==> src/rtl/core/nocmp_name_ram.sv <==
// ---------------------------------------------------------------------------
// nocmp_name_ram
// One name store: single write port, single read port, registered read data.
// ---------------------------------------------------------------------------
module nocmp_name_ram #(
  parameter int unsigned Depth = 256,
  parameter int unsigned AddrW = 8
) (
  input  logic             clk_i,
  input  logic             we_i,
  input  logic [AddrW-1:0] waddr_i,
  input  logic [7:0]       wdata_i,
  input  logic             re_i,
  input  logic [AddrW-1:0] raddr_i,
  output logic [7:0]       rdata_o
);

  logic [7:0] mem_q [Depth];
  logic [7:0] rdata_q;

  always_ff @(posedge clk_i) begin
    if (we_i) begin
      mem_q[waddr_i] <= wdata_i;
    end
  end

  always_ff @(posedge clk_i) begin
    if (re_i) begin
      rdata_q <= mem_q[raddr_i];
    end
  end

  assign rdata_o = rdata_q;

endmodule

==> config.mk <==
export PLATFORM = sky130hd
export DESIGN_NAME = nocmp_name_ram
export DESIGN_NICKNAME = d
export VERILOG_FILES = /design/src/rtl/core/nocmp_name_ram.sv
export SDC_FILE = /design/constraint.sdc
export NUM_CORES = 2
export LEC_CHECK = 0
export BUFFER_PORTS_ARGS = -buffer_cell sky130_fd_sc_hd__buf_2
export CORE_UTILIZATION = 55
export DETAILED_ROUTE_END_ITERATION = 6
export PLACE_DENSITY = 0.69
export SETUP_SLACK_MARGIN = 0.5
export SYNTH_ARGS = -nofsm -noshare
export SYNTH_HDL_FRONTEND = slang
export SYNTH_SLANG_ARGS = --single-unit
==> constraint.sdc <==
create_clock -name clk_i -period 5.7 [get_ports clk_i]
set_input_delay 0.57 -clock clk_i [delete_from_list [all_inputs] [get_ports clk_i]]
set_output_delay 0.57 -clock clk_i [all_outputs]
set_load 0.1 [all_outputs]
==> impl_metrics.toml <==
[run_status]
status = "finished, violations left"
violations = "design-rule violations"

[global_routing]
grt_use_total_pct = 26.7
grt_util_met2_pct = 41.4
grt_max_degree = 187
grt_pass1_vias = 38864
gr-usage-met3_pct = 5.75
grt_pass1_wl_um = 278000
grt_busiest_layer = "met2"
antenna_found_initial = 11
grtUsageMet1_pct = 38.0
overflow = 0

[logic_synthesis]
synth.area.mux_share_pct = 14.6
syn-instance-count = 3733
ys_seq_area_share_pct = 77.5
ys_top_cells_by_area = "edfxtp_1 (78%), mux4_2 (13%), mux2i_1 (1.7%)"
synth_xor_area_share_pct = 0
synth_edf_count = 2056
synth_common_cells = "edfxtp_1 (2056), mux4_2 (454), nor2_1 (282)"
synth_fa_ha_area_share_pct = 0
synthArstFlopShare_pct = 0
synth_top_family_by_area = "multiplexers"
ys_seq_elements = 2056
postSynthAreaPerCell_sq_um = 21.3
yosysTopAreaCell = "edfxtp_1"
synth_top_area_share_pct = 77.5
synth_nets = 3760
netlist_area_sq_um = 79600
synth.distinct_cells = 54
yosysWarnings = 0
synth_simple_gate_area_share_pct = 2.63
synth_ff_type = "edfxtp_1"
synth-compound-area-share_pct = 3.42
synth_most_common_cell = "edfxtp_1"

[cts]
cts_setup_buffers = 0
cts_resized = 0
cts_root_buffer = "clkbuf_16"
clk_pin_slew_ps = 60
clock_latency_ps = 830
cts_inserted_buffers = 198
cts.sinks = 2056
cts_max_level = 4
clk_path_buf_depth = 3
cts_hold_buf = 0
cts_tree = "built"

[power]
p_leak_nw = 27.2
pwr-share-seq_pct = 52.8
p_int_mw = 24.9
p_per_area_nw_per_um2 = 357
power_frac_clock_pct = 42.4
p_comb_share_pct = 4.8
power_switching_mw = 6.70
finalPower_mw = 31.6
peakVddDrop_uv = 270
power.share.switching_pct = 21.2

[routing]
via_per_inst = 6.61
dr_total_vias = 39116
ant_nets = 0
drt-total-wl_um = 193000
drc = 6
wl_per_cell_um = 32.7
drt_iter0_markers = 5331
dr.pass1.iters = 7

[sta]
fin_crit_ps = 3560
fin_crit_sh_pct = 62.4
slew_headroom_pct = 8.80
slew_violations = 0
clock_skew_ps = 35.9
final-hold-violation-count = 0
finalSetupViolations = 0
tns_ps = 0
fmax_mhz = 281
worst_slew_pin_slew_ps = 1360
grt_setup_unrepaired = "false"

[floorplanning]
coreArea_sq_um = 144000
die_h_um = 383
fp-row-count = 139
start_util_pct = 55.4
pin_count = 35
die_area_sq_um = 146000
die_x_um = 383

[placement]
dpl.hpwl_um = 116000
place.gp.congestion = 0.881
dpl.cell_count = 5543
port_buffers = 34

[final_layout]
layout-drive-gt1-share_pct = 22.5
stdcell_count = 5914
nets = 3867
area_delta_synth_final_pct = 11.2

[min_path]
hold_depth = 1
hp-start = "re_i"
min_path_type = "in -> reg"
holdPathEnd = "rdata_o[0]$_DFFE_PP_"

[worst_setup_path]
ff2ff_setup_slack_ps = 2580
r2r_cells = 6
start_kind = "input port"
slowest_stage = "nor4_1"
crit_required_ps = 6210
r2r-start = "mem_q[211][5]$_DFFE_PP_"
end_kind = "register"
max_stage_delay_ps = 1150
worstSetupPathType = "in -> reg"
cp_max_fo = 77
crit_path_cell_trace = "buf_8, or2b_1, buf_4, o221ai_1, o22ai_1, nor3_1, nor4_1, nor4_1"
worstReg2RegEnd = "rdata_o[5]$_DFFE_PP_"
crit_top_cell = "nor4_1"
cp.arrival_ps = 4070

[run]
max_cap_violations = 0
[cell type report]
| type | count | area [sq um] |
|---|---|---|
| Tap cell | 1903 | 2380 |
| Inverter | 2 | 7.51 |
| Clock inverter | 133 | 1520 |
| Fill cell | 9900 | 55100 |
| Antenna cell | 5 | 12.5 |
| Clock buffer | 233 | 5130 |
| Timing Repair Buffer | 140 | 1250 |
| Multi-Input combinational cell | 1442 | 16500 |
| Sequential cell | 2056 | 61700 |
[cell usage in the layout (no fill, tap or decap), drive strengths merged, types with 8 or more instances in the layout]
cell type	instances
inv	8
a22o	8
clkinvlp	10
o21ai	12
o211ai	10
o22ai	28
o221ai	47
clkinv	88
nor2b	31
a21oi	96
buf	132
mux2i	134
clkbuf	241
nand2	33
edfxtp	2056
a221oi	14
nor3	22
nand2b	8
nand3	34
nand4	10
nor4	27
nor2	282
bufinv	29
a211oi	16
a22oi	133
mux4	456
[flip-flops by register name, summed over array words and instances, names as in the netlist]
| register | cells |
|---|---|
| mem_q | 2048 |
| rdata_o | 8 |
[metal layers]
metal,up-vias,part of all wire (%),wire (um)
met5,-,0.037,72
met4,10,3.4,6640
met3,367,9.9,19200
met2,2173,48,92100
met1,20640,39,75200
li1,15926,-,-
[worst max-delay path by stage]
stage	from	endpoint	slack, ps	cells after the start
after floorplan	raddr_i[0]	rdata_o[2]$_DFFE_PP_	3050	9
after global placement	raddr_i[1]	rdata_o[7]$_DFFE_PP_	1290	8
after detailed placement	raddr_i[1]	rdata_o[7]$_DFFE_PP_	1270	8
after CTS	raddr_i[1]	rdata_o[7]$_DFFE_PP_	2130	8
after global routing	raddr_i[1]	rdata_o[7]$_DFFE_PP_	2060	8
final	raddr_i[1]	rdata_o[7]$_DFFE_PP_	2140	8
[worst max-delay path, delay by kind of cell]
family                 cells  cell delay (ps)
AOI/OAI and AO/OA          2              440
buffers and inverters      2              730
and+or+nand+nor            4             2030
[power groups by stage]
stage,sequential (mW),clock (mW),combinational (mW)
floorplan,17.1,0,0.810
global placement,17.0,0,1.49
detailed placement,17.0,0,1.51
CTS,16.7,13.5,1.51
global route,16.7,14.1,1.57
finish,16.7,13.4,1.51
[logic make-up (layout without fill, tap and decap cells)]
family          after synthesis  after routing
mux                         591            591
compound gates              385            385
other cells                   0              5
simple gates                466            466
buf+inv                     235            508
flops                      2056           2056
[through the flow]
step	hold WS (ps)	util, %	worst slack, ps	area, sq um
floorplan	669	-	3050	79600
global placement	1050	57.0	1290	81900
detailed placement	1040	57.0	1270	81900
CTS	171	61.6	2130	88500
global route	183	61.6	2060	88500
finish	213	61.6	2140	88500
Power figures use the tool's default switching activity.
